`src/design/ftid_pkg.sv`:
```
// Shared types and constants of the flow tuple id table.
// No dependencies; imported by every module of the block but ftid_ram.
package ftid_pkg;

    localparam int TABLE_DEPTH_DEF = 64;
    localparam int ID_LIMIT_W      = 7;
    localparam int FLOW_ID_W       = 6;
    localparam int QUEUE_DEPTH     = 2;
    localparam int QUEUE_PTR_W     = $clog2(QUEUE_DEPTH);
    localparam int QUEUE_CNT_W     = $clog2(QUEUE_DEPTH + 1);

    localparam logic [ID_LIMIT_W-1:0] ID_LIMIT_RST = 7'd64;

    typedef enum logic [1:0] {
        ST_FOUND = 2'd0,
        ST_NEW   = 2'd1,
        ST_FULL  = 2'd2
    } t_status;

    typedef struct packed {
        logic [15:0] src_family;
        logic [63:0] src_addr_hi;
        logic [63:0] src_addr_lo;
        logic [15:0] src_port;
        logic [15:0] dst_family;
        logic [63:0] dst_addr_hi;
        logic [63:0] dst_addr_lo;
        logic [15:0] dst_port;
        logic [7:0]  protocol;
    } t_req;

    typedef struct packed {
        logic [FLOW_ID_W-1:0] flow_id;
        t_status              status;
    } t_resp;

    // One stored table entry: the full key in compare order.
    typedef struct packed {
        logic [15:0] src_family;
        logic [15:0] dst_family;
        logic [7:0]  protocol;
        logic [15:0] src_port;
        logic [15:0] dst_port;
        logic [63:0] src_addr_hi;
        logic [63:0] src_addr_lo;
        logic [63:0] dst_addr_hi;
        logic [63:0] dst_addr_lo;
    } t_entry;

    localparam int ENTRY_W = $bits(t_entry);

    // A classified word on its way from the front to the back.
    typedef struct packed {
        t_entry entry;
        logic   empty;
    } t_job;

    typedef enum logic [1:0] {
        BK_IDLE   = 2'd0,
        BK_SCAN   = 2'd1,
        BK_DECIDE = 2'd2
    } t_back_state;

endpackage

```
`src/design/ftid_front.sv`:
```
// Front stage: takes request words, repacks the key and flags empty addresses.
// Depends on ftid_pkg.
module ftid_front (
    input  logic          i_clk,
    input  logic          i_rst_n,
    input  logic          i_in_valid,
    output logic          o_in_ready,
    input  ftid_pkg::t_req i_in_data,
    output logic          o_q_valid,
    input  logic          i_q_ready,
    output ftid_pkg::t_job o_q_data
);
    import ftid_pkg::*;

    logic r_valid, n_valid;
    t_job r_job, n_job;
    logic in_acc;

    assign o_in_ready = !r_valid || i_q_ready;
    assign in_acc     = i_in_valid && o_in_ready;

    always_comb begin
        n_valid = r_valid && !i_q_ready;
        n_job   = r_job;
        if (in_acc) begin
            n_valid                 = 1'b1;
            n_job.entry.src_family  = i_in_data.src_family;
            n_job.entry.dst_family  = i_in_data.dst_family;
            n_job.entry.protocol    = i_in_data.protocol;
            n_job.entry.src_port    = i_in_data.src_port;
            n_job.entry.dst_port    = i_in_data.dst_port;
            n_job.entry.src_addr_hi = i_in_data.src_addr_hi;
            n_job.entry.src_addr_lo = i_in_data.src_addr_lo;
            n_job.entry.dst_addr_hi = i_in_data.dst_addr_hi;
            n_job.entry.dst_addr_lo = i_in_data.dst_addr_lo;
            // A key with an empty address can never match, so it skips the scan.
            n_job.empty = (i_in_data.src_family == 16'd0) ||
                          (i_in_data.dst_family == 16'd0);
        end
    end

    always_ff @(posedge i_clk) begin
        if (!i_rst_n) begin
            r_valid <= 1'b0;
        end else begin
            r_valid <= n_valid;
        end
    end

    always_ff @(posedge i_clk) begin
        r_job <= n_job;
    end

    assign o_q_valid = r_valid;
    assign o_q_data  = r_job;

endmodule

```
`config.mk`:
```
export PLATFORM = sky130hd
export DESIGN_NAME = ftid_front
export DESIGN_NICKNAME = d
export VERILOG_FILES = /design/src/design/ftid_pkg.sv /design/src/design/ftid_front.sv
export SDC_FILE = /design/constraint.sdc
export NUM_CORES = 1
export LEC_CHECK = 0
export BUFFER_PORTS_ARGS = -buffer_cell sky130_fd_sc_hd__buf_2
export CAP_MARGIN = 15
export CORE_AREA = 3 3 255 257
export CTS_BUF_LIST = sky130_fd_sc_hd__clkbuf_2 sky130_fd_sc_hd__clkbuf_4 sky130_fd_sc_hd__clkbuf_8
export CTS_CLUSTER_DIAMETER = 150
export DETAILED_ROUTE_END_ITERATION = 7
export DIE_AREA = 0 0 258 260
export GPL_TIMING_DRIVEN = 0
export HOLD_SLACK_MARGIN = 0.06
export PLACE_DENSITY = 0.38
export SYNTH_ARGS = -nofsm -noshare
export SYNTH_HDL_FRONTEND = slang
export SYNTH_SLANG_ARGS = --single-unit
```
`constraint.sdc`:
```
create_clock -name i_clk -period 18.7 [get_ports i_clk]
set_clock_uncertainty 0.15 [all_clocks]
set_input_delay 0.935 -clock i_clk [delete_from_list [all_inputs] [get_ports i_clk]]
set_output_delay 0.935 -clock i_clk [all_outputs]
set_load 0.005 [all_outputs]
```
==> results.rst <==
.. list-table::
   :header-rows: 1

   * - Metric
     - Value
   * - Run status
     - complete, no violations
   * - Maximum fanout along the worst path
     - 67
   * - Residual antenna-violating net count after detailed routing
     - 0
   * - Fin crit period
     - 2.635 ns
   * - Met1 track demand over resource in global routing
     - 9.144%
   * - Number of nets at the end of the flow
     - 1412
   * - Clock tree from TritonCTS
     - done
   * - Worst skew pair latency
     - about 0.59 ns
   * - Grt total ovfl
     - 0
   * - Netlist area before placement
     - 9996 µm²
   * - Endpoint type of the worst setup path
     - flip-flop
   * - Required time at the worst-slack endpoint
     - 18.82 ns
   * - Relative slew slack
     - about three fifths
   * - Leading area contributor after synthesis
     - sky130_fd_sc_hd__edfxtp_1
   * - Number of post-CTS setup repair buffers
     - 0
   * - Clock Path Buffers
     - 3
   * - Gr usage total
     - about a tenth
   * - Peak Freq
     - 379.5 MHz
   * - I/O Buffers
     - 662
   * - Number of pins with negative max-slew slack in the final report
     - 0
   * - Transition time at the pin with the least slew margin
     - around 0.57 ns
   * - Drt total wl
     - 34080 µm
   * - Number of cells traversed by the worst hold path
     - 1
   * - Core Box Area
     - 62970 µm²
   * - Launch point of the worst hold path
     - i_in_data[199]
   * - Die Span X
     - 258 µm
   * - Capturing point of the worst reg2reg path
     - o_q_data[122]
   * - Yosys top cell area share
     - 98.84%
   * - Die Ht
     - 260 µm
   * - Detail-routed net length per standard cell
     - approximately 17 µm
   * - Setup-failing EPs final
     - 0
   * - Cell at the root of the clock tree
     - sky130_fd_sc_hd__clkbuf_8
   * - Hold Crit Class
     - in -> reg
   * - Number of hold buffers added after cts
     - 0
   * - Ranking of synthesized cells by instance count
     - sky130_fd_sc_hd__edfxtp_1, sky130_fd_sc_hd__nor4_1, sky130_fd_sc_hd__nand4_1
   * - Ports placed on the boundary
     - 663
   * - Setup CP Type
     - in -> reg
   * - Setup repair after global routing missed its margin
     - no
   * - Leading post-synthesis cells by cell area
     - sky130_fd_sc_hd__edfxtp_1, sky130_fd_sc_hd__nor4_1, sky130_fd_sc_hd__dfxtp_1, sky130_fd_sc_hd__nand4_1, sky130_fd_sc_hd__nor4_2
   * - Max rail drop VDD
     - ~55 µV
   * - Proportion of register bits with asynchronous set or reset after synthesis
     - 0%
   * - Row count
     - 92
   * - Number of buffers added by the clock tree synthesis step
     - 66
   * - Met3 track demand over resource in global routing
     - 5.190%
   * - Pre-Repair DR Iteration Count
     - 6
   * - Maximum level of the CTS H-tree
     - 3
   * - Die area
     - about 67000 µm²
   * - Number of cells traversed by the worst register-to-register path
     - 5
   * - Antenna violations before repair
     - 13
   * - DP Wirelength
     - 26340 µm
   * - Crit path DAT
     - roughly 2.8 ns
   * - WHS Endpoint
     - o_q_data[144]
   * - Predominant post-synthesis flop cell
     - sky130_fd_sc_hd__edfxtp_1
   * - Reg-to-reg critical path startpoint
     - o_q_valid
   * - Setup slack, reg-to-reg
     - 16.19 ns
   * - Number of warnings reported in the yosys synthesis log
     - 0
   * - Share of synthesized area occupied by flip-flops and latches
     - 99.04%
   * - Crit start category
     - input pin
   * - Most numerous cell in the Yosys netlist
     - sky130_fd_sc_hd__edfxtp_1
   * - Via Count
     - 6458
   * - Pin count of the biggest net entering global routing
     - 68
   * - Wire length of the first global-routing pass
     - roughly 46000 µm
   * - Area overhead of the layout relative to synthesis
     - 58.15%
   * - PostCTS Resize Cnt
     - 0
   * - Number of DRC violations after detailed-routing iteration 0
     - about 290
   * - GR Util met2
     - 16.83%
   * - Max-cap violations
     - 0
   * - Routability cong.
     - around 0.8
   * - Number of sinks handled by clock tree synthesis
     - 330
   * - Number of synthesized flops with an enable pin
     - 329
   * - Total of fill cells in the finished design
     - 6621
   * - Post-Synthesis Mean Instance Area
     - 28.97 µm²
   * - Gate count of the mapped netlist
     - 345
   * - Most used routing layer
     - met2
   * - Vias in the first global route
     - 6943
   * - Setup TNS
     - 0 ns
   * - Area used by sequential logic in the layout
     - between 9000 and 10000 µm²
   * - Layout cell share with drive strength beyond 1
     - 68.89%
   * - DRC violation count after routing
     - 0
   * - Placed cell count
     - 1858
   * - Register clock-pin slew on the reported worst setup and hold paths
     - 0.06 ns
   * - Final critical-path share of the clock period
     - 14.09%
   * - Leakage power of the design
     - 6.559 nW
   * - Area of the multi-input gates
     - 95.09 µm²
   * - Number of synthesized register bits
     - 330
   * - Count of non-filler cells in the finished layout
     - 1975
   * - Distinct cell type count after synthesis
     - 10
   * - Vias/cell
     - 3.270
   * - Mapped Nets
     - 677
   * - P per Cell Area
     - 108.7 nW/µm²
   * - Final Hold Viols
     - 0
   * - Initial cell density of the core
     - between 15 and 20%
[power breakdown]
group / total [mW] / leakage, nW / internal, mW / switching, mW
Sequential: 0.877 / 3.19 / 0.867 / 0.0104
Combinational: 0.112 / 2.69 / 0.0540 / 0.0581
Clock: 0.729 / 0.674 / 0.418 / 0.311
Total: 1.72 / 6.56 / 1.34 / 0.379
[flip-flops by register name, summed over array words and instances (netlist names)]
name       count
o_q_data     329
o_q_valid      1
[area by class of cell]
cell class / count / share of cell area [%]
clock buffers: 95 / 7.202
diodes: 4 / 0.06332
inverters: 1 / 0.02374
clock inverters: 18 / 0.9656
well taps: 846 / 6.696
multi-input cells: 14 / 0.6015
flip-flops and latches: 330 / 62.62
repair buffers: 667 / 21.83
[critical path, cell delays in order]
cell                       delay [ns]
sky130_fd_sc_hd__buf_2           0.07
sky130_fd_sc_hd__nand2b_1        0.12
sky130_fd_sc_hd__and2_4          0.53
sky130_fd_sc_hd__buf_16          0.30
sky130_fd_sc_hd__buf_16          0.33
sky130_fd_sc_hd__buf_16          0.30
[cell families (layout without fill, tap and decap cells)]
logic type / count (synthesis) / in the layout / share of synthesized area [%]
compound gates: 1 / 1 / 0.07513
flops: 330 / 330 / 99.04
buf+inv: 1 / 781 / 0.03752
simple gates: 13 / 13 / 0.8512
other cells: 0 / 4 / 0
[layout by cell type, fill, tap and decap left out]
| cell type | Yosys | routed |
|---|---|---|
| sky130_fd_sc_hd__buf_2 | 0 | 662 |
| sky130_fd_sc_hd__edfxtp_1 | 329 | 329 |
| sky130_fd_sc_hd__clkbuf_8 | 0 | 68 |
| sky130_fd_sc_hd__clkbuf_4 | 0 | 27 |
| sky130_fd_sc_hd__nor4_1 | 7 | 7 |
| sky130_fd_sc_hd__clkinv_1 | 0 | 7 |
| sky130_fd_sc_hd__buf_16 | 0 | 5 |
| sky130_fd_sc_hd__diode_2 | 0 | 4 |
| sky130_fd_sc_hd__clkinvlp_4 | 0 | 4 |
| sky130_fd_sc_hd__inv_6 | 0 | 3 |
| sky130_fd_sc_hd__nand4_1 | 2 | 2 |
| sky130_fd_sc_hd__bufinv_16 | 0 | 2 |
| sky130_fd_sc_hd__clkinv_2 | 0 | 2 |
| sky130_fd_sc_hd__nand2b_1 | 1 | 1 |
| sky130_fd_sc_hd__and2_4 | 0 | 1 |
| sky130_fd_sc_hd__nor4_2 | 1 | 1 |
| sky130_fd_sc_hd__nand2_1 | 1 | 1 |
| sky130_fd_sc_hd__inv_1 | 1 | 1 |
| sky130_fd_sc_hd__a21boi_0 | 1 | 1 |
| sky130_fd_sc_hd__dfxtp_1 | 1 | 1 |
[through the flow]
stage          worst slack, ns  hold slack [ns]  total power, mW  utilization [%]  cell area (µm²)
2_1_floorplan            9.268           0.3866           0.9254                -             9996
3_3_place_gp             5.547           0.3653            1.025            22.82            14370
3_5_place_dp             15.46           0.3884            1.009            23.04            14510
4_1_cts                  16.15           0.2452            1.765            25.09            15800
5_1_grt                  16.01           0.2572            1.807            25.10            15800
6_report                 16.07           0.3557            1.718            25.11            15810
[per-layer routing]
layer | up-vias | wire length (µm)
met3 | 94 | 4053
met5 | - | 72
li1 | 2917 | -
met4 | 10 | 1105
met1 | 3038 | 11080
met2 | 399 | 17770
[how the worst max path moves through the flow]
stage                         start             to  slack (ns)  cells past startpoint
after CTS                 i_q_ready  o_q_data[257]       16.15                      6
after global placement    i_q_ready  o_q_data[176]        5.55                      3
after floorplan           i_q_ready    o_q_data[0]        9.27                      2
after global routing      i_q_ready  o_q_data[209]       16.01                      6
after detailed placement  i_q_ready  o_q_data[122]       15.46                      6
final                     i_q_ready  o_q_data[122]       16.07                      6
(Power assumes the default switching activity.)
