File: config.mk
export PLATFORM = sky130hd
export DESIGN_NAME = ftid_queue
export DESIGN_NICKNAME = d
export VERILOG_FILES = /design/src/design/ftid_pkg.sv /design/src/design/ftid_queue.sv
export SDC_FILE = /design/constraint.sdc
export NUM_CORES = 1
export LEC_CHECK = 0
export CORE_AREA = 2 2 261 263
export CTS_BUF_LIST = sky130_fd_sc_hd__clkbuf_16
export DETAILED_ROUTE_END_ITERATION = 10
export DIE_AREA = 0 0 263 265
export DONT_BUFFER_PORTS = 1
export HOLD_SLACK_MARGIN = 0.08
export PLACE_DENSITY = 0.62
export RECOVER_POWER = 25
export SLEW_MARGIN = 30
export SYNTH_ARGS = -nofsm -noshare
export SYNTH_HDL_FRONTEND = slang
export SYNTH_SLANG_ARGS = --single-unit
File: constraint.sdc
create_clock -name i_clk -period 20.2 [get_ports i_clk]
set_input_delay 2.02 -clock i_clk [delete_from_list [all_inputs] [get_ports i_clk]]
set_output_delay 2.02 -clock i_clk [all_outputs]
set_load 0.02 [all_outputs]
File: src/design/ftid_pkg.sv
// Shared types and constants of the flow tuple id table.
// No dependencies; imported by every module of the block but ftid_ram.
package ftid_pkg;

    localparam int TABLE_DEPTH_DEF = 64;
    localparam int ID_LIMIT_W      = 7;
    localparam int FLOW_ID_W       = 6;
    localparam int QUEUE_DEPTH     = 2;
    localparam int QUEUE_PTR_W     = $clog2(QUEUE_DEPTH);
    localparam int QUEUE_CNT_W     = $clog2(QUEUE_DEPTH + 1);

    localparam logic [ID_LIMIT_W-1:0] ID_LIMIT_RST = 7'd64;

    typedef enum logic [1:0] {
        ST_FOUND = 2'd0,
        ST_NEW   = 2'd1,
        ST_FULL  = 2'd2
    } t_status;

    typedef struct packed {
        logic [15:0] src_family;
        logic [63:0] src_addr_hi;
        logic [63:0] src_addr_lo;
        logic [15:0] src_port;
        logic [15:0] dst_family;
        logic [63:0] dst_addr_hi;
        logic [63:0] dst_addr_lo;
        logic [15:0] dst_port;
        logic [7:0]  protocol;
    } t_req;

    typedef struct packed {
        logic [FLOW_ID_W-1:0] flow_id;
        t_status              status;
    } t_resp;

    // One stored table entry: the full key in compare order.
    typedef struct packed {
        logic [15:0] src_family;
        logic [15:0] dst_family;
        logic [7:0]  protocol;
        logic [15:0] src_port;
        logic [15:0] dst_port;
        logic [63:0] src_addr_hi;
        logic [63:0] src_addr_lo;
        logic [63:0] dst_addr_hi;
        logic [63:0] dst_addr_lo;
    } t_entry;

    localparam int ENTRY_W = $bits(t_entry);

    // A classified word on its way from the front to the back.
    typedef struct packed {
        t_entry entry;
        logic   empty;
    } t_job;

    typedef enum logic [1:0] {
        BK_IDLE   = 2'd0,
        BK_SCAN   = 2'd1,
        BK_DECIDE = 2'd2
    } t_back_state;

endpackage

File: src/design/ftid_queue.sv
// Short queue of classified words between the front and the back.
// Depends on ftid_pkg.
module ftid_queue (
    input  logic          i_clk,
    input  logic          i_rst_n,
    input  logic          i_push_valid,
    output logic          o_push_ready,
    input  ftid_pkg::t_job i_push_data,
    output logic          o_pop_valid,
    input  logic          i_pop,
    output ftid_pkg::t_job o_pop_data
);
    import ftid_pkg::*;

    t_job                   r_slots [QUEUE_DEPTH];
    logic [QUEUE_PTR_W-1:0] r_wr_ptr, n_wr_ptr;
    logic [QUEUE_PTR_W-1:0] r_rd_ptr, n_rd_ptr;
    logic [QUEUE_CNT_W-1:0] r_count,  n_count;
    logic                   push, pop;

    assign o_push_ready = (r_count != QUEUE_CNT_W'(QUEUE_DEPTH));
    assign o_pop_valid  = (r_count != '0);
    assign push         = i_push_valid && o_push_ready;
    assign pop          = i_pop && o_pop_valid;

    always_comb begin
        n_wr_ptr = push ? r_wr_ptr + 1'b1 : r_wr_ptr;
        n_rd_ptr = pop  ? r_rd_ptr + 1'b1 : r_rd_ptr;
        n_count  = r_count + QUEUE_CNT_W'(push) - QUEUE_CNT_W'(pop);
    end

    always_ff @(posedge i_clk) begin
        if (!i_rst_n) begin
            r_wr_ptr <= '0;
            r_rd_ptr <= '0;
            r_count  <= '0;
        end else begin
            r_wr_ptr <= n_wr_ptr;
            r_rd_ptr <= n_rd_ptr;
            r_count  <= n_count;
        end
    end

    always_ff @(posedge i_clk) begin
        if (push) begin
            r_slots[r_wr_ptr] <= i_push_data;
        end
    end

    assign o_pop_data = r_slots[r_rd_ptr];

endmodule

==> out/results.ini, run 1 <==
[global_routing]
antenna_found_initial = 5
grt_use_total = 0.1421
grt_overflow = 0
grt_pass1_vias = 10480
grt_pass1_wl_um = 72170
grt_max_degree = 170

[detailed_routing]
drc_errors = 0
antenna_left = 0
detail_route.first_pass.iterations = 4
routed_wirelength_um = 52150
wire_per_inst_um = 25.74
vias = 9892
drt_first_iter_violations = 869
viasPerCell = 4.883

[synthesis]
yosysUniqueCellTypes = 26
netlist_area_um2 = 25570
synth_area_per_cell_um2 = 24.28
yosysSeqAreaShare = 0.7767
synth.most_common_cell = edfxtp_1
synth_fp_nets = 1387
synth-async-reset-ratio = 0
synth-seq-cells = 663
synth_ff_type = edfxtp_1
yosysTopAreaCellShare = 0.7728
synth_commonest_cells = edfxtp_1, mux2_4, buf_12
yosys.area.top_type = edfxtp_1
synth_warnings = 0
synth_edf_count = 658
syn_inst = 1053
synth.area.top_cells = edfxtp_1, mux2_4, buf_12

[pwr]
p_seq_frac = 0.464
power_mw = 3.723
sw_frac_of_total = 0.2852
p_int_mw = 2.661
power_density_nw_per_um2 = 131.3
p_clk_frac = 0.322
power_frac_comb = 0.213
p_switching_mw = 1.062
vdd_drop_max_uv = 99.34
total_leakage_power_nw = 9.707

[cells_and_area]
synthToLayoutAreaGrowth_pct = 10.88
post-route-util = 0.4244
fin_cells = 2026
nets = 1432
drive_above_1_share = 0.3901
fillCellCount = 5673

[clock_tree]
cts_tree = done
post-cts-setup-buffer-count = 0
cts-buffers-inserted = 69
cts_sinks = 663
path_clk_slew_ps = 60
postCtsHoldBufs = 0
clock_latency_ps = 610
cts_root_buf = clkbuf_16
htree_levels = 3
cts_buffer_depth = 3
cts_resized = 0

[critical_path]
path_delay_family = buffers and inverters
cp.depth = 3
end_kind = output pin
path_max_fanout = 64
reg2reg_depth = 4
cpPeakStageDelay_ps = 910
start_kind = register
cp_cell_sequence = buf_4 > buf_6 > mux2_4
arrival_ps = 3550
slowest_stage = dfxtp_4
cp.required_ps = 18180
critPathBufInv = 2
crit_type = register to output pin

[floorplanning]
rows = 95
core_um2 = 66800
die-area_um2 = 69700
fp.dieW_um = 263
die_h_um = 265
start_util = 0.3827
ios = 664

[sta]
setup_tns_ps = 0
finalCritPeriodShare = 0.2757
period_needed_ps = 5570
fmax_mhz = 179.5
relSlewSlack = 0.2974
setup_viol = 0
hold_viol = 0
setup_ws_ps = 14630
tightest_slew_ps = 1054
final.setup_skew_ps = 23.27
slew_viol_final = 0
rsz0062_at_grt = false

[place]
dpl.hpwl_um = 36720
dp_cells = 1898
portBuffers = 0
gp_congestion = 0.8356
dp_slack_ps = 14950

[job]
cap_violations = 0

[min_path]
hold_depth = 2
hp-class = register to register

[outcome]
outcome = complete, no violations

==> placed cells by master, fill, tap and decap left out, drive strengths merged, types with 2 or more instances in the layout <==
cell      Yosys  final
nor2          2      2
clkinvlp      0      3
bufinv        0      3
buf          37     11
and2          3      3
clkbuf        0     69
mux2        329    329
diode         0      2
inv           1     14
clkinv        0     36
o21ai         2      2
dfxtp         5      5
nand2b        2      2
edfxtp      658    658
a21bo         2      2
==> tightest hold or removal path, cell delays in order (launching register included) <==
cell,delay (ps)
dfxtp_1,320
xnor2_1,80
and2_1,150
==> sequential cells by signal, summed over array words and instances, names as in the netlist, named ones only <==
| signal | flops |
|---|---|
| r_slots | 658 |
| r_count | 2 |
| r_wr_ptr | 1 |
| r_rd_ptr | 1 |
==> routing by layer <==
layer  global-route usage  part of all wire
met1               0.1288              0.31
met5                    0           0.00065
met4              0.05498             0.028
met3              0.07887              0.12
met2               0.2609              0.54
==> kinds of logic (layout without fill, tap and decap cells) <==
kind of cell               count (synthesis)  count (layout)  synth area share
AOI/OAI and AO/OA                          7               7          0.002105
and+or+nand+nor                           13              13          0.002888
other                                      0               2                 0
DFF                                      663             663            0.7767
adders and majority gates                  1               1         0.0004893
buffers and inverters                     38             136           0.02765
xor gates and xnor gates                   1               1         0.0003426
muxes                                    330             330            0.1898
==> worst paths after layout <==
check                                start  slack [ps]               to
worst max-delay path              register       14630  o_pop_data[187]
worst min-delay path              r_rd_ptr         580         register
worst max register to register  r_count[0]       16630  r_slots[1][196]
worst min register to register    r_rd_ptr         580         register
==> power by group through the flow <==
stage / clock, mW / combinational, mW / sequential [mW]
floorplan: 0 / 0.768 / 1.77
global placement: 0 / 0.796 / 1.76
detailed placement: 0 / 0.800 / 1.76
CTS: 1.24 / 0.802 / 1.73
global route: 1.29 / 0.824 / 1.74
finish: 1.20 / 0.794 / 1.73
==> through the flow <==
| step | instance area (um2) | hold slack [ps] |
|---|---|---|
| finish | 28350 | 579.6 |
| global route | 28350 | 643.4 |
| CTS | 28280 | 586.8 |
| detailed placement | 26080 | 572.0 |
| global placement | 26080 | 573.7 |
| floorplan | 25570 | 528.5 |
==> area by class of cell <==
| class | instances | area (um2) | area share |
|---|---|---|---|
| Sequential cell | 663 | 19860 | 0.7007 |
| Multi-Input combinational cell | 352 | 5006 | 0.1766 |
| Clock buffer | 69 | 1727 | 0.06091 |
| Tap cell | 873 | 1092 | 0.03853 |
| Clock inverter | 55 | 476.7 | 0.01682 |
| Timing Repair Buffer | 11 | 167.7 | 0.005914 |
| Inverter | 1 | 11.26 | 0.0003972 |
| Antenna cell | 2 | 5.005 | 0.0001765 |
Note: power is estimated with default switching activity, not from simulation.
==> run 2: changes to the inputs <==
--- a/config.mk
+++ b/config.mk
@@ -5,6 +5,7 @@
 export SDC_FILE = /design/constraint.sdc
 export NUM_CORES = 1
 export LEC_CHECK = 0
+export ABC_AREA = 1
 export CORE_AREA = 2 2 261 263
 export CTS_BUF_LIST = sky130_fd_sc_hd__clkbuf_16
 export DETAILED_ROUTE_END_ITERATION = 10
==> constraint.sdc (replaced) <==
create_clock -name i_clk -period 5.2 [get_ports i_clk]
set_input_delay 0.52 -clock i_clk [delete_from_list [all_inputs] [get_ports i_clk]]
set_output_delay 0.52 -clock i_clk [all_outputs]
set_load 0.02 [all_outputs]
==> out/results.ini, run 2 <==
[synthesis]
synth_ff_type = edfxtp_1
synth_commonest_cells = edfxtp_1, mux2_4, buf_12
yosys.area.top_type = edfxtp_1
synth.area.top_cells = edfxtp_1, mux2_4, buf_12
netlist_area_um2 = 25540  ; -0.12%
synth-async-reset-ratio = 0  ; unchanged
synth-seq-cells = 663  ; unchanged
synth_warnings = 0  ; unchanged
synth_area_per_cell_um2 = 24.09  ; -0.78%
synth_edf_count = 658  ; unchanged
yosysTopAreaCellShare = 0.7737  ; +0.0009088
syn_inst = 1060  ; +0.66%
synth_fp_nets = 1394  ; +0.50%
yosysUniqueCellTypes = 15  ; -42%
synth.most_common_cell = edfxtp_1
yosysSeqAreaShare = 0.7777  ; +0.0009134

[cells_and_area]
multi_input_area_um2 = 4987  ; -0.37%
top_regs = r_slots: 658 flops, r_count: 2 flops
post-route-util = 0.4755  ; +0.05117
fillCellCount = 5384  ; -5.1%
final_common_cell = edfxtp_1
nets = 1776  ; +24%
largest_register = r_slots
synthToLayoutAreaGrowth_pct = 24.39
seq_area_um2 = 19860  ; about the same
largest_register_ffs = 658  ; unchanged
final_cell_mix = edfxtp_1, dlygate4sd3_1, mux2_4
design_area_um2 = 31770  ; +12%
drive_above_1_share = 0.3008  ; -0.08929

[detailed_routing]
vias = 11400  ; +15%
routed_wirelength_um = 55250  ; +5.9%
drc_errors = 0  ; unchanged
antenna_left = 0  ; unchanged
drt_first_iter_violations = 844  ; -2.9%
wire_per_inst_um = 23.29  ; -9.5%
detail_route.first_pass.iterations = 5  ; +1
viasPerCell = 4.805  ; -1.6%

[job]
cap_violations = 0  ; unchanged

[floorplanning]
die_h_um = 265  ; unchanged
ios = 664  ; unchanged
rows = 95  ; unchanged
core_um2 = 66800  ; unchanged
start_util = 0.3823  ; -0.0004495
fp.dieW_um = 263  ; unchanged
die-area_um2 = 69700  ; unchanged

[clock_tree]
postCtsHoldBufs = 330  ; +330
cts_resized = 0  ; unchanged
cts_tree = done
path_clk_slew_ps = 60  ; about the same
cts_sinks = 663  ; unchanged
post-cts-setup-buffer-count = 0  ; unchanged
cts-buffers-inserted = 70  ; +1.4%
cts_buffer_depth = 3  ; unchanged
cts_root_buf = clkbuf_16
htree_levels = 3  ; unchanged
clock_latency_ps = 590  ; -20 ps

[sta]
hold_viol = 0  ; unchanged
rsz0062_at_grt = false
period_needed_ps = 3145
final.setup_skew_ps = 14.06  ; -9.209 ps
slew_viol_final = 0  ; unchanged
timing.hold.ws_ps = 170.8  ; -408.8 ps
tightest_slew_ps = 878.9  ; -175.0 ps
fmax_mhz = 317.9
relSlewSlack = 0.4141  ; +0.1167
setup_tns_ps = 0  ; unchanged
setup_viol = 0  ; unchanged
finalCritPeriodShare = 0.6049

[pwr]
p_switching_mw = 4.687  ; +340%
total_leakage_power_nw = 11.20  ; +15%
p_clk_frac = 0.301  ; -0.021
sw_frac_of_total = 0.2961  ; +0.01099
power_mw = 15.83  ; +330%
power_density_nw_per_um2 = 498.2  ; +280%
power_frac_comb = 0.255  ; +0.042
vdd_drop_max_uv = 379.0  ; +280%
p_int_mw = 11.14  ; +320%
p_seq_frac = 0.444  ; -0.020

[global_routing]
grt_max_degree = 127  ; -25%
grt_use_total = 0.1505  ; +0.008425
antenna_found_initial = 5  ; unchanged
grt_overflow = 0  ; unchanged
grt_pass1_wl_um = 77840  ; +7.9%
grt_pass1_vias = 12160  ; +16%

[critical_path]
cp.required_ps = 4680  ; -13,500 ps
path_max_fanout = 101  ; +58%
start_kind = register
slowest_stage = dfxtp_4
cp_cell_sequence = buf_16 > buf_12 > mux2_4
end_kind = output pin
arrival_ps = 2630  ; -920 ps
crit_type = register to output pin
cpPeakStageDelay_ps = 600  ; -310 ps

[place]
portBuffers = 0  ; unchanged
place_area_um2 = 26190  ; +0.43%
dpl.hpwl_um = 36920  ; +0.56%
gp_congestion = 0.8827  ; +5.6%

[min_path]
hp-class = input pin to register

[outcome]
outcome = complete, no violations

[run 2: power groups by stage]
stage                     clock, mW  sequential [mW]  combinational [mW]
after floorplan                   0             7.15                3.50
after global placement            0             7.15                3.74
after detailed placement          0             7.18                3.75
after CTS                      4.89             7.06                4.01
after global routing           5.11             7.08                4.19
final                          4.77             7.03                4.03
[run 2: through the flow]
step | instances | worst slack, ps
final | 2372 | 2055
after global routing | 2372 | 1929
after CTS | 2368 | 1866
after detailed placement | 1912 | 2516
after global placement | 1912 | 2563
after floorplan | 1060 | -666.5
[run 2: layout make-up]
class                      count  share of cell area
sequential                   663              0.6253
multi-input combinational    353              0.1570
timing repair buffer         347              0.1118
clock buffer                  70             0.05514
tap                          873             0.03439
clock inverter                56             0.01532
inverter                       7           0.0008271
antenna                        3           0.0002363
[run 2: final timing paths]
kind / startpoint / to / slack, ps / depth (start not counted)
setup / recovery: register / o_pop_data[273] / 2050 / 3
setup reg to reg: r_count[0] / r_slots[0][32] / 2830 / 5
hold reg to reg: r_rd_ptr / r_rd_ptr / 510 / 2
hold / removal: i_push_valid / r_wr_ptr / 170 / 4
[run 2: kinds of logic after synthesis]
logic type | count (synthesis) | share of synthesized area
mux | 329 | 0.1896
fa+ha+maj | 1 | 0.0004899
compound gates | 1 | 0.0001958
xor+xnor | 1 | 0.0003430
flops | 663 | 0.7777
buf+inv | 44 | 0.02856
simple gates | 21 | 0.003135
[run 2: critical path: cells and delay by family, from the launching register on]
family | cells | cell delay [ps]
buffers and inverters | 2 | 740
muxes | 1 | 400
DFF | 1 | 600
[run 2: metal layers]
layer  GRT usage  share of wire  routed length (um)
met5           0        0.00047                  26
met4     0.06579          0.033                1801
met3     0.05304          0.078                4321
met2      0.2757           0.54               29800
met1      0.1545           0.35               19300
==> run 3: changes to the inputs <==
==> constraint.sdc (replaced) <==
create_clock -name i_clk -period 3.18 [get_ports i_clk]
set_input_delay 0.318 -clock i_clk [delete_from_list [all_inputs] [get_ports i_clk]]
set_output_delay 0.318 -clock i_clk [all_outputs]
set_load 0.02 [all_outputs]
==> out/results.ini, run 3 (same netlist as run 2, synthesis figures left out) <==
[outcome]
outcome = complete, no violations

[floorplanning]
rows = 95  ; unchanged
fp.dieW_um = 263  ; unchanged
ios = 664  ; unchanged
start_util = 0.3823  ; unchanged
core_um2 = 66800  ; unchanged
die_h_um = 265  ; unchanged
die-area_um2 = 69700  ; unchanged

[sta]
tightest_slew_ps = 1093  ; +214.0 ps
finalCritPeriodShare = 0.8620
setup_ws_ps = 438.9  ; -1616 ps
fmax_mhz = 364.8
setup_viol = 0  ; unchanged
period_needed_ps = 2741
rsz0062_at_grt = false
timing.hold.ws_ps = 370.6  ; +199.8 ps
relSlewSlack = 0.2714  ; -0.1427
slew_viol_final = 0  ; unchanged
final.setup_skew_ps = 17.28  ; +3.218 ps
hold_viol = 0  ; unchanged
setup_tns_ps = 0  ; unchanged

[place]
place_area_um2 = 26310  ; +0.47%
dp_slack_ps = 1081  ; -1436 ps
dp_cells = 1928  ; +0.84%
portBuffers = 0  ; unchanged
gp_congestion = 0.8284  ; -6.2%
dpl.hpwl_um = 37240  ; +0.86%

[pwr]
p_switching_mw = 7.754  ; +65%
power_mw = 25.63  ; +62%
p_clk_frac = 0.290  ; -0.011
p_seq_frac = 0.447  ; +0.003
p_int_mw = 17.88  ; +61%
power_density_nw_per_um2 = 806.8  ; +62%
total_leakage_power_nw = 11.26  ; +0.51%
power_frac_comb = 0.263  ; +0.008
sw_frac_of_total = 0.3025  ; +0.006320
vdd_drop_max_uv = 491.4  ; +30%

[detailed_routing]
detail_route.first_pass.iterations = 7  ; +2
wire_per_inst_um = 23.20  ; -0.40%
routed_wirelength_um = 55440  ; +0.35%
viasPerCell = 4.738  ; -1.4%
vias = 11320  ; -0.64%
drc_errors = 0  ; unchanged
drt_first_iter_violations = 923  ; +9.4%
antenna_left = 0  ; unchanged

[global_routing]
grt_use_total = 0.1515  ; +0.0009937
grt_overflow = 0  ; unchanged
grt_max_degree = 150  ; +18%
grt.met3_usage = 0.05667  ; +0.003623
use_met1 = 0.1564  ; +0.001895
grt_use_met2 = 0.2752  ; -0.0005005
grt_pass1_wl_um = 78750  ; +1.2%
grt-busiest-layer = met2
grt_pass1_vias = 12250  ; +0.76%
antenna_found_initial = 5  ; unchanged

[clock_tree]
cts_buffer_depth = 3  ; unchanged
cts_sinks = 663  ; unchanged
path_clk_slew_ps = 60  ; about the same
cts_tree = done
post-cts-setup-buffer-count = 0  ; unchanged
htree_levels = 3  ; unchanged
cts_root_buf = clkbuf_16
cts-buffers-inserted = 69  ; -1.4%
clock_latency_ps = 590  ; about the same

[cells_and_area]
nets = 1794  ; +1.0%
largest_register_ffs = 658  ; unchanged
fin_cells = 2390  ; +0.76%
synthToLayoutAreaGrowth_pct = 24.42  ; about the same
largest_register = r_slots
final_cell_mix = edfxtp_1, dlygate4sd3_1, mux2_4
fillCellCount = 5392  ; +0.15%
top_regs = r_slots: 658 flops, r_count: 2 flops
drive_above_1_share = 0.3025  ; +0.001708
post-route-util = 0.4757  ; about the same
final_common_cell = edfxtp_1
design_area_um2 = 31770  ; about the same

[critical_path]
start_kind = register
path_max_fanout = 5  ; -95%
cp.required_ps = 3660  ; -1020 ps
arrival_ps = 3220  ; +590 ps
r2r_slack_ps = 440  ; -2390 ps
end_kind = register
crit_type = register to register

[job]
cap_violations = 0  ; unchanged

[min_path]
hp-class = input pin to register

## run 3: worst paths after layout
check	from	endpoint	cells after the start
setup / recovery	r_count[1]	r_count[1]	11
hold / removal	i_push_data[301]	r_slots[0][301]	1
setup reg to reg	r_count[1]	r_count[1]	11
hold reg to reg	r_rd_ptr	register	2
## run 3: cell type report
type	count	area (um2)	share of cell area
flip-flops and latches	663	19860	0.6252
multi-input cells	353	4979	0.1567
repair buffers	366	3696	0.1163
clock buffers	71	1777	0.05592
well taps	873	1092	0.03438
clock inverters	54	332.8	0.01047
inverters	7	26.28	0.0008269
diodes	3	7.507	0.0002363
## run 3: layer usage
layer | wire length, um | part of all wire | up-vias
li1 | - | - | 5016
met1 | 19490 | 0.35 | 5724
met2 | 29450 | 0.53 | 465
met3 | 4741 | 0.086 | 115
met4 | 1730 | 0.031 | 4
met5 | 27 | 0.00049 | -
## run 3: what timing repair did
action	in CTS	in global routing
endpoints found under the setup margin	0	0
gates resized for setup	0	0
hold buffers	334	0
endpoints found under the hold margin	663	0
## run 3: power groups by stage
stage / combinational (mW) / clock [mW] / sequential, mW
global route: 7.01 / 8.00 / 11.6
global placement: 6.35 / 0 / 11.6
finish: 6.73 / 7.44 / 11.5
detailed placement: 6.35 / 0 / 11.6
CTS: 6.81 / 7.63 / 11.5
floorplan: 5.71 / 0 / 11.7
## run 3: worst max-delay path, stage by stage (launching register included)
cell	delay, ps
dfxtp_1	420
nor2_1	100
nor2_1	270
xnor2_1	170
ha_1	180
inv_1	50
nand2_1	50
nand2_1	70
a21oi_1	150
dlygate4sd3_1	590
nor2_1	50
dlygate4sd3_1	540
